===== config.mk =====
export PLATFORM = sky130hd
export DESIGN_NAME = rlgm_merge
export DESIGN_NICKNAME = d
export VERILOG_FILES = /design/src/sv/rlgm_pkg.sv /design/src/sv/rlgm_merge.sv
export SDC_FILE = /design/constraint.sdc
export NUM_CORES = 1
export LEC_CHECK = 0
export ABC_CLOCK_PERIOD_IN_PS = 4900
export BUFFER_PORTS_ARGS = -buffer_cell sky130_fd_sc_hd__buf_2
export CAP_MARGIN = 40
export CELL_PAD_IN_SITES_DETAIL_PLACEMENT = 0
export CELL_PAD_IN_SITES_GLOBAL_PLACEMENT = 1
export CORE_ASPECT_RATIO = 2
export CORE_UTILIZATION = 40
export DETAILED_ROUTE_END_ITERATION = 7
export PLACE_DENSITY = 0.78
export SETUP_SLACK_MARGIN = 0.3
export SLEW_MARGIN = 20
export SYNTH_ARGS = -nofsm -noshare
export SYNTH_HDL_FRONTEND = slang
export SYNTH_SLANG_ARGS = --single-unit

===== constraint.sdc =====
create_clock -name clk -period 4.9 [get_ports clk]
set_input_delay 0.98 -clock clk [delete_from_list [all_inputs] [get_ports clk]]
set_output_delay 0.98 -clock clk [all_outputs]
set_load 0.05 [all_outputs]

===== src/sv/rlgm_pkg.sv =====
// Shared types, constants and helper functions for the gimbal mixer.
// No dependencies; used by every other file of the block except the assertion header.
`default_nettype none

package rlgm_pkg;

	// Widths
	localparam int CMD_W     = 16;
	localparam int NUM_SHIFT = 33;
	localparam int NUM_W     = CMD_W + NUM_SHIFT;   // |rate| << 33
	localparam int DEN_W     = 31;                  // gain * |cmd|
	localparam int Q_W       = 18;                  // quotient bits kept
	localparam int F_W       = 18;                  // factor, Q.14, -8..1
	localparam int TERM_W    = 21;                  // one axis term
	localparam int ENG_W     = 3;
	localparam int LANE_LAT  = Q_W + 7;             // lane register stages

	localparam logic [ENG_W-1:0] LAST_ENGINE = 3'd4;

	// Configuration register indexes
	localparam logic [1:0] CFG_STAGE_MODE = 2'd0;
	localparam logic [1:0] CFG_PITCH_EN   = 2'd1;
	localparam logic [1:0] CFG_YAW_EN     = 2'd2;

	// Fixed-point constants
	localparam logic [14:0] GAIN_0175  = 15'd11469;
	localparam logic [14:0] GAIN_035   = 15'd22938;
	localparam logic [15:0] WEIGHT_009 = 16'd5898;
	localparam logic [15:0] WEIGHT_060 = 16'd39322;
	localparam logic signed [18:0] DAMP_24  = 19'sd157286;
	localparam logic signed [18:0] DAMP_285 = 19'sd186778;
	localparam logic signed [18:0] DAMP_19  = 19'sd124518;
	localparam logic signed [18:0] DAMP_198 = 19'sd129761;
	localparam logic signed [F_W-1:0] ONE_Q14    = 18'sd16384;
	localparam logic signed [F_W-1:0] FACTOR_MIN = 18'sh20000;   // -8.0
	localparam logic [Q_W-1:0] Q_MAX = 18'd147456;               // 1.0 - (-8.0)

	typedef enum logic [1:0] {
		MODE_FIRST  = 2'd0,
		MODE_UPPER  = 2'd1,
		MODE_SINGLE = 2'd2
	} mode_t;

	typedef enum logic [1:0] {
		RULE_NONE     = 2'd0,
		RULE_SAME     = 2'd1,
		RULE_OPPOSITE = 2'd2
	} rule_t;

	typedef enum logic [1:0] {
		ROLL_NONE = 2'd0,
		ROLL_ADD  = 2'd1,
		ROLL_SUB  = 2'd2
	} roll_op_t;

	typedef struct packed {
		logic signed [CMD_W-1:0] pitch_cmd;
		logic signed [CMD_W-1:0] yaw_cmd;
		logic signed [CMD_W-1:0] roll_cmd;
		logic signed [CMD_W-1:0] rate_pitch;
		logic signed [CMD_W-1:0] rate_yaw;
		logic signed [CMD_W-1:0] rate_roll;
	} item_t;

	typedef struct packed {
		logic [ENG_W-1:0]        engine_index;
		logic signed [15:0]      deflect_x;
		logic signed [15:0]      deflect_y;
		logic                    last_engine;
	} result_t;

	// Per-axis constants chosen at entry
	typedef struct packed {
		logic [14:0]        gain;
		rule_t              rule;
		logic [15:0]        weight;
		logic signed [18:0] damp;
	} lane_cfg_t;

	// Travels alongside the divider stages
	typedef struct packed {
		logic signed [CMD_W-1:0] cmd;
		logic signed [CMD_W-1:0] rate;
		logic                    forced;
		lane_cfg_t               cfg;
	} lane_side_t;

	// Lane outputs handed to the mixing stage
	typedef struct packed {
		mode_t                    mode;
		logic signed [TERM_W-1:0] pt;
		logic signed [TERM_W-1:0] yt;
		logic signed [TERM_W-1:0] rt;
	} mix_in_t;

	// Roll contribution per engine and mode
	function automatic roll_op_t roll_op(input mode_t mode, input logic [ENG_W-1:0] eng);
		roll_op_t op;
		op = ROLL_NONE;
		case (mode)
			MODE_FIRST: begin
				case (eng) inside
					3'd0, 3'd3: op = ROLL_ADD;
					3'd1, 3'd2: op = ROLL_SUB;
					default:    op = ROLL_NONE;
				endcase
			end
			MODE_UPPER: begin
				case (eng) inside
					3'd1, 3'd3: op = ROLL_ADD;
					3'd0, 3'd2: op = ROLL_SUB;
					default:    op = ROLL_NONE;
				endcase
			end
			default: op = ROLL_NONE;
		endcase
		return op;
	endfunction

	// Saturate a summed term to signed Q2.14
	function automatic logic signed [15:0] sat16(input logic signed [TERM_W:0] v);
		logic signed [TERM_W:0] hi;
		logic signed [TERM_W:0] lo;
		logic signed [15:0]     r;
		hi = (TERM_W+1)'(32767);
		lo = (TERM_W+1)'(-32768);
		if (v > hi) begin
			r = 16'sh7fff;
		end else if (v < lo) begin
			r = 16'sh8000;
		end else begin
			r = v[15:0];
		end
		return r;
	endfunction

endpackage

`default_nettype wire


===== src/sv/rlgm_merge.sv =====
// Mixing stage: combines the three axis terms into per-engine deflections, one per cycle.
// Depends on rlgm_pkg.
`default_nettype none

module rlgm_merge (
	input  logic                clk,
	input  logic                arst_n,
	input  logic                load,
	input  rlgm_pkg::mix_in_t   mix,
	output logic                ready,
	output logic                strobe,
	output rlgm_pkg::result_t   result
);

	localparam int TW = rlgm_pkg::TERM_W;
	localparam int EW = rlgm_pkg::ENG_W;

	logic                  active_q;
	logic [EW-1:0]         eng_q;
	rlgm_pkg::mode_t       mode_q;
	logic signed [TW-1:0]  pt_q, yt_q, rt_q;
	logic                  strobe_q;
	rlgm_pkg::result_t     result_q;

	logic                  last_now;
	rlgm_pkg::roll_op_t    op;
	logic signed [TW:0]    y_sum;
	logic signed [TW:0]    x_val;

	always_comb begin
		last_now = (mode_q == rlgm_pkg::MODE_SINGLE) || (eng_q == rlgm_pkg::LAST_ENGINE);
		ready    = !active_q || last_now;
		op       = rlgm_pkg::roll_op(mode_q, eng_q);
		x_val    = yt_q;
		case (op)
			rlgm_pkg::ROLL_ADD: y_sum = pt_q + rt_q;
			rlgm_pkg::ROLL_SUB: y_sum = pt_q - rt_q;
			default:            y_sum = pt_q;
		endcase
	end

	always_ff @(posedge clk or negedge arst_n) begin
		if (!arst_n) begin
			active_q <= 1'b0;
			eng_q    <= '0;
			mode_q   <= rlgm_pkg::MODE_FIRST;
			strobe_q <= 1'b0;
		end else begin
			strobe_q <= active_q;
			if (load) begin
				active_q <= 1'b1;
				eng_q    <= '0;
				mode_q   <= mix.mode;
			end else if (active_q) begin
				if (last_now) begin
					active_q <= 1'b0;
				end else begin
					eng_q <= eng_q + 3'd1;
				end
			end
		end
	end

	always_ff @(posedge clk) begin
		if (load) begin
			pt_q <= mix.pt;
			yt_q <= mix.yt;
			rt_q <= mix.rt;
		end
		if (active_q) begin
			result_q.engine_index <= eng_q;
			result_q.deflect_x    <= rlgm_pkg::sat16(x_val);
			result_q.deflect_y    <= rlgm_pkg::sat16(y_sum);
			result_q.last_engine  <= last_now;
		end
	end

	assign strobe = strobe_q;
	assign result = result_q;

endmodule

`default_nettype wire


Yosys cells after proc, flatten, opt, wreduce, memory -nomap -nowiden
Cells that the tools add are included.
{ "word_totals": {"regBits": 106} }
{ "classes": {"n_addsub": 3, "magnitude_cmp": 4, "eq_ne": 9, "mux": 14, "reduce_logical": 11} }
{ "op_table": {"columns": ["op", "count"], "rows": [
  ["22-bit case mux with 2 select lines", 1],
  ["16-bit 2-to-1 mux", 2],
  ["21-bit by 21-bit adder with 22-bit output", 1],
  ["22-bit by 16-bit greater-than comparator with 1-bit output, second input constant", 1],
  ["22-bit by 16-bit < comparator with 1-bit output, second input constant", 1],
  ["21-bit by 21-bit subtractor with 22-bit output", 1],
  ["21-bit by 16-bit greater-than comparator with 1-bit output, second input constant", 1],
  ["21-bit by 16-bit < comparator with 1-bit output, second input constant", 1],
  ["3-bit 2-to-1 mux", 3],
  ["2-bit 2-to-1 mux", 4],
  ["2-bit OR reduction", 4],
  ["3-bit by 2-bit equality test with 1-bit output, second input constant", 2],
  ["2-bit by 1-bit equality test with 1-bit output, second input constant", 2],
  ["2-bit equality test, second input constant", 2],
  ["2-bit case mux with 2 select lines", 1],
  ["3-bit by 1-bit adder with 3-bit output, second input constant", 1],
  ["3-bit by 1-bit equality test with 1-bit output, second input constant", 1],
  ["3-bit equality test, second input constant", 1],
  ["3-bit logical NOT", 1],
  ["1-bit 2-to-1 mux", 3],
  ["2-bit logical NOT", 1],
  ["1-bit logical OR", 2],
  ["2-bit != test, second input constant", 1],
  ["2-bit AND reduction", 1],
  ["other kinds (2)", 2]
]} }

Longest topological paths before layout
{ "depth": {"depth_word": 9, "ltp_mapped": 23} }

Worst setup path before layout
No wires, ideal clock.
{ "synth_path": {"kind": "reg2reg", "start": "register eng_q[0]", "end": "register result_q (netlist bit result[15]), data pin", "arrival_ns": 4.506, "required_time_ns": 4.643, "path_slack_ns": 0.137, "stages_incl_launch_ff": 22, "path_cell_list": "dfrtp_1 -> inv_1 -> ha_1 -> nor3_1 -> a21oi_1 -> nor4_1 -> ha_1 -> clkbuf_1 -> clkbuf_1 -> a21oi_1 -> xnor2_1 -> ha_1 -> o21ai_2 -> a211o_1 -> a211oi_2 -> nor2_1 -> a311oi_1 -> xor2_1 -> o31a_1 -> o311ai_1 -> buf_6 -> o21ai_2"} }
{ "synth_between": {"elab_chain_len": 9, "word_cells_on_any_way": 19, "cone_classes": "order compare: 2; eq/ne: 5; mux: 7; reduce/logical: 5"} }
{ "synth_lines": {"columns": ["element", "line_no", "text"], "rows": [
  ["start: declaration", "rlgm_merge.sv:19", "logic [EW-1:0] eng_q;"],
  ["start signal: assignment", "rlgm_merge.sv:58", "eng_q <= eng_q + 3'd1;"],
  ["3-bit by 2-bit equality test with 1-bit output, or another cell as far along", "rlgm_merge.sv:33", "op = rlgm_pkg::roll_op(mode_q, eng_q);"],
  ["2-bit OR reduction (on tied branches)", "rlgm_pkg.sv:109, rlgm_pkg.sv:102", null],
  ["2-bit 2-to-1 mux (on tied branches) (2 in series)", "rlgm_pkg.sv:109, rlgm_pkg.sv:102", null],
  ["2-bit case mux with 2 select lines *", "rlgm_pkg.sv:100", "case (mode)"],
  ["2-bit equality test / 2-bit by 1-bit equality test with 1-bit output (equally long branches)", "rlgm_merge.sv:35", "case (op)"],
  ["22-bit case mux with 2 select lines *", "rlgm_merge.sv:35", null],
  ["22-bit by 16-bit < comparator with 1-bit output", "rlgm_pkg.sv:129", "end else if (v < lo) begin"],
  ["16-bit 2-to-1 mux", "rlgm_pkg.sv:129", null],
  ["end: declaration", "rlgm_merge.sv:23", "rlgm_pkg::result_t result_q;"]
]} }
Mark *: on every way between the ends. The rest lies on a longest branch, timed or not.
A chain may end at the register's enable or synchronous reset.

Final worst setup path
{ "layout_path": {"start": "register eng_q[0]", "end": "register result_q (netlist bit result[8]), data pin"} }
The elaborated chain is that of the path after synthesis.

==> qor.yml <==
seqCellArea_um2: 3150
path_common_cell: "buf_12"
worstPathRequired_ns: 5.01
worst_pin_slew_ns: 0.742
hpwl_um: 9460
whs_ns: 0.447
fin_total_pwr_mw: 4.13
grt_pass1_vias: 4124
ant_nets: 0
syn_nets: 545
finClkSkew_ns: 0.00623
synthArstFlopShare_pct: 6.60
dp.cells: 706
cp_num_buf_inv: 4
synthCells: 448
multi_input_area_um2: 2520
slew_headroom_pct: 50.6
critPathSlowestCell: "dfrtp_2"
dr.pass1.iters: 6
post_dp_cell_area_um2: 6240
worst-path-stages: 22
setup_violations: 0
slew_violations: 0
yosysWarnings: 0
period_needed_ns: 4.60
num-nets-final: 693
cts_buffer_depth: 2
die_w_um: 84.9
synthFlopType: "edfxtp_1"
synth_edf_count: 99
post_drt_wl_per_cell_um: 17.5
cp-end-kind: "flop"
reg2regPathDepth: 22
design_area_um2: 7220
violations: "design-rule violations"
crit_path_max_incr_delay_ns: 0.46
hold_viol: 0
worstPathMaxFanout: 8
peakVddDrop_v: 0.000344
max_freq_mhz: 217
cts_hold_buf: 0
status: "finished with violations"
worstSetupPathType: "reg -> reg"
layout-drive-gt1-share_pct: 40.1
mostFrequentLayoutCell: "buf_2"
drc: 3
gp_congestion: 0.891
arrival_ns: 4.71
start_kind: "flop"
grt_usage_pct: 18.3
grt_max_degree: 40
synth_area_um2: 5500
critPathTopFamily: "compound AO/OA/AOI/OAI gates"
ys_seq_area_share_pct: 57.3
p_leak_nw: 2.90
initial_core_util_pct: 40.9
ys_ff_latch: 106
fp.dieH_um: 168
port_buffers: 105
nFillCells: 1138
synthToLayoutAreaGrowth_pct: 31.4
drt_iter0_markers: 214
dieArea_um2: 14200
vias_per_cell: 5.33
drv_cap: 0
fin_tns_setup_ns: 0
wl_um: 13300
cts_tree: "done"
clock-root-buffer: "clkbuf_16"
avgSynthCellArea_um2: 12.3
clkSlewWorstSetupHoldPaths_ns: 0.08
r2r-start: "eng_q[0]$_DFFE_PN0P_"
cts_sinks: 106
io-pin-count: 106
hold_path_class: "in -> async"
rrSetupSlack_ns: 0.30
r2r-end: "result[8]$_SDFFCE_PN1P_"
pwr_density_cell_nw_per_um2: 572
final_cell_mix: "105 x buf_2, 99 x edfxtp_1, 39 x a21oi_1"
htreeDepth: 3
rows: 60
num_vias: 4040
grt-ovfl-total: 0
min_period_over_period_pct: 93.9
worstSkewPairLatency_ns: 0.35
antenna_found_initial: 2
core-area_um2: 13400
synth_cell_types: 61
fin_cells: 758
grt_pass1_wl_um: 19900
cts_buffers: 9
rsz0062_at_grt: "yes"
critical_path.cell_chain: "buf_12, ha_4, nor2_1, nor3_2, a21oi_2, nor4_4, ha_4, buf_6, a31oi_4, xnor2_1, ha_2, nand2_1, a211o_1, a211oi_4, or2_4, o2111ai_4, and3_4, or3b_4, a32oi_4, buf_12, buf_12, o21ai_2"
==> cells in the mapped netlist (all sizes together) (3+ instances only) <==
| library cell | instances | area, um2 |
|---|---|---|
| edfxtp | 99 | 2970 |
| xor2 | 11 | 96.3 |
| o21ai | 29 | 186 |
| or2 | 4 | 25.0 |
| a211oi | 5 | 42.5 |
| nor4 | 3 | 33.8 |
| dfrtp | 7 | 175 |
| xnor2 | 27 | 236 |
| ha | 28 | 350 |
| a21oi | 48 | 240 |
| a21o | 22 | 166 |
| inv | 21 | 78.8 |
| a31oi | 5 | 31.3 |
| clkbuf | 8 | 31.3 |
| nor2 | 39 | 146 |
| nand2 | 18 | 67.6 |
| nand3 | 9 | 45.0 |
| buf | 5 | 55.1 |
| mux2i | 7 | 70.1 |
| nor3 | 12 | 71.3 |
| nand2b | 5 | 31.3 |
| and3b | 3 | 30.0 |
==> kinds of logic after synthesis <==
| group | count (synthesis) | share of synthesized area [%] |
|---|---|---|
| muxes | 9 | 1.68 |
| AOI/OAI and AO/OA | 126 | 15.1 |
| DFF | 106 | 57.3 |
| and+or+nand+nor | 105 | 9.90 |
| buffers and inverters | 35 | 3.19 |
| adders and majority gates | 29 | 6.74 |
| xor gates and xnor gates | 38 | 6.06 |
==> power by group <==
group	leakage (nW)	total [mW]	switching, mW	internal, mW
clock	0.153	0.742	0.371	0.371
combinational	1.70	2.11	1.28	0.834
sequential	1.05	1.27	0.0784	1.20
total	2.90	4.13	1.73	2.40
==> worst max path at each step <==
stage,start,to,slack [ns]
5_1_grt,eng_q[1]$_DFFE_PN0P_,result[8]$_SDFFCE_PN1P_,0.15
6_report,eng_q[0]$_DFFE_PN0P_,result[8]$_SDFFCE_PN1P_,0.30
3_3_place_gp,eng_q[0]$_DFFE_PN0P_,result[1]$_SDFFCE_PN1P_,0.29
2_1_floorplan,eng_q[0]$_DFFE_PN0P_,result[10]$_SDFFCE_PN1P_,0.41
3_5_place_dp,eng_q[0]$_DFFE_PN0P_,result[1]$_SDFFCE_PN1P_,0.18
4_1_cts,eng_q[0]$_DFFE_PN0P_,result[11]$_SDFFCE_PN1P_,0.29
==> area by class of cell <==
cell class / count / area share (%)
clock buffers: 9 / 3.12
diodes: 2 / 0.0693
repair buffers: 151 / 13.2
clock inverters: 7 / 1.23
well taps: 155 / 2.69
inverters: 21 / 1.16
flip-flops and latches: 106 / 43.6
multi-input cells: 307 / 34.9
==> worst reg2reg max path, stage by stage (launching register included) <==
cell       delay, ns
dfrtp_2         0.46
buf_12          0.15
ha_4            0.15
nor2_1          0.17
nor3_2          0.07
a21oi_2         0.18
nor4_4          0.06
ha_4            0.20
buf_6           0.14
a31oi_4         0.15
xnor2_1         0.12
ha_2            0.38
nand2_1         0.09
a211o_1         0.29
a211oi_4        0.23
or2_4           0.18
o2111ai_4       0.15
and3_4          0.21
or3b_4          0.40
a32oi_4         0.24
buf_12          0.16
buf_12          0.13
o21ai_2         0.06
==> routing by layer <==
metal  wire length [um]  vias to the layer above  track usage, %
li1                   -                     1959               -
met1               4670                     1942            17.7
met2               7730                      110            35.5
met5                  0                        -               0
met3                397                       29            2.91
met4                469                        0            10.3
==> registers in the layout, summed over array words and instances, names as in the netlist <==
signal / flops
pt_q: 21
active_q: 1
eng_q: 3
strobe: 1
result: 36
rt_q: 21
mode_q: 2
yt_q: 21
==> repair_timing <==
action                     CTS  global route
gates resized for setup     35            40
pin swaps                   37            37
setup endpoints to repair   15            16
cloned                       2             0
buffers inserted            21            11
==> stage by stage <==
step | setup slack, ns | util (%)
2_1_floorplan | 0.410 | -
3_3_place_gp | 0.294 | 46.3
3_5_place_dp | 0.181 | 46.4
4_1_cts | 0.291 | 51.3
5_1_grt | 0.152 | 53.7
6_report | 0.300 | 53.7
(Power assumes the default switching activity.)
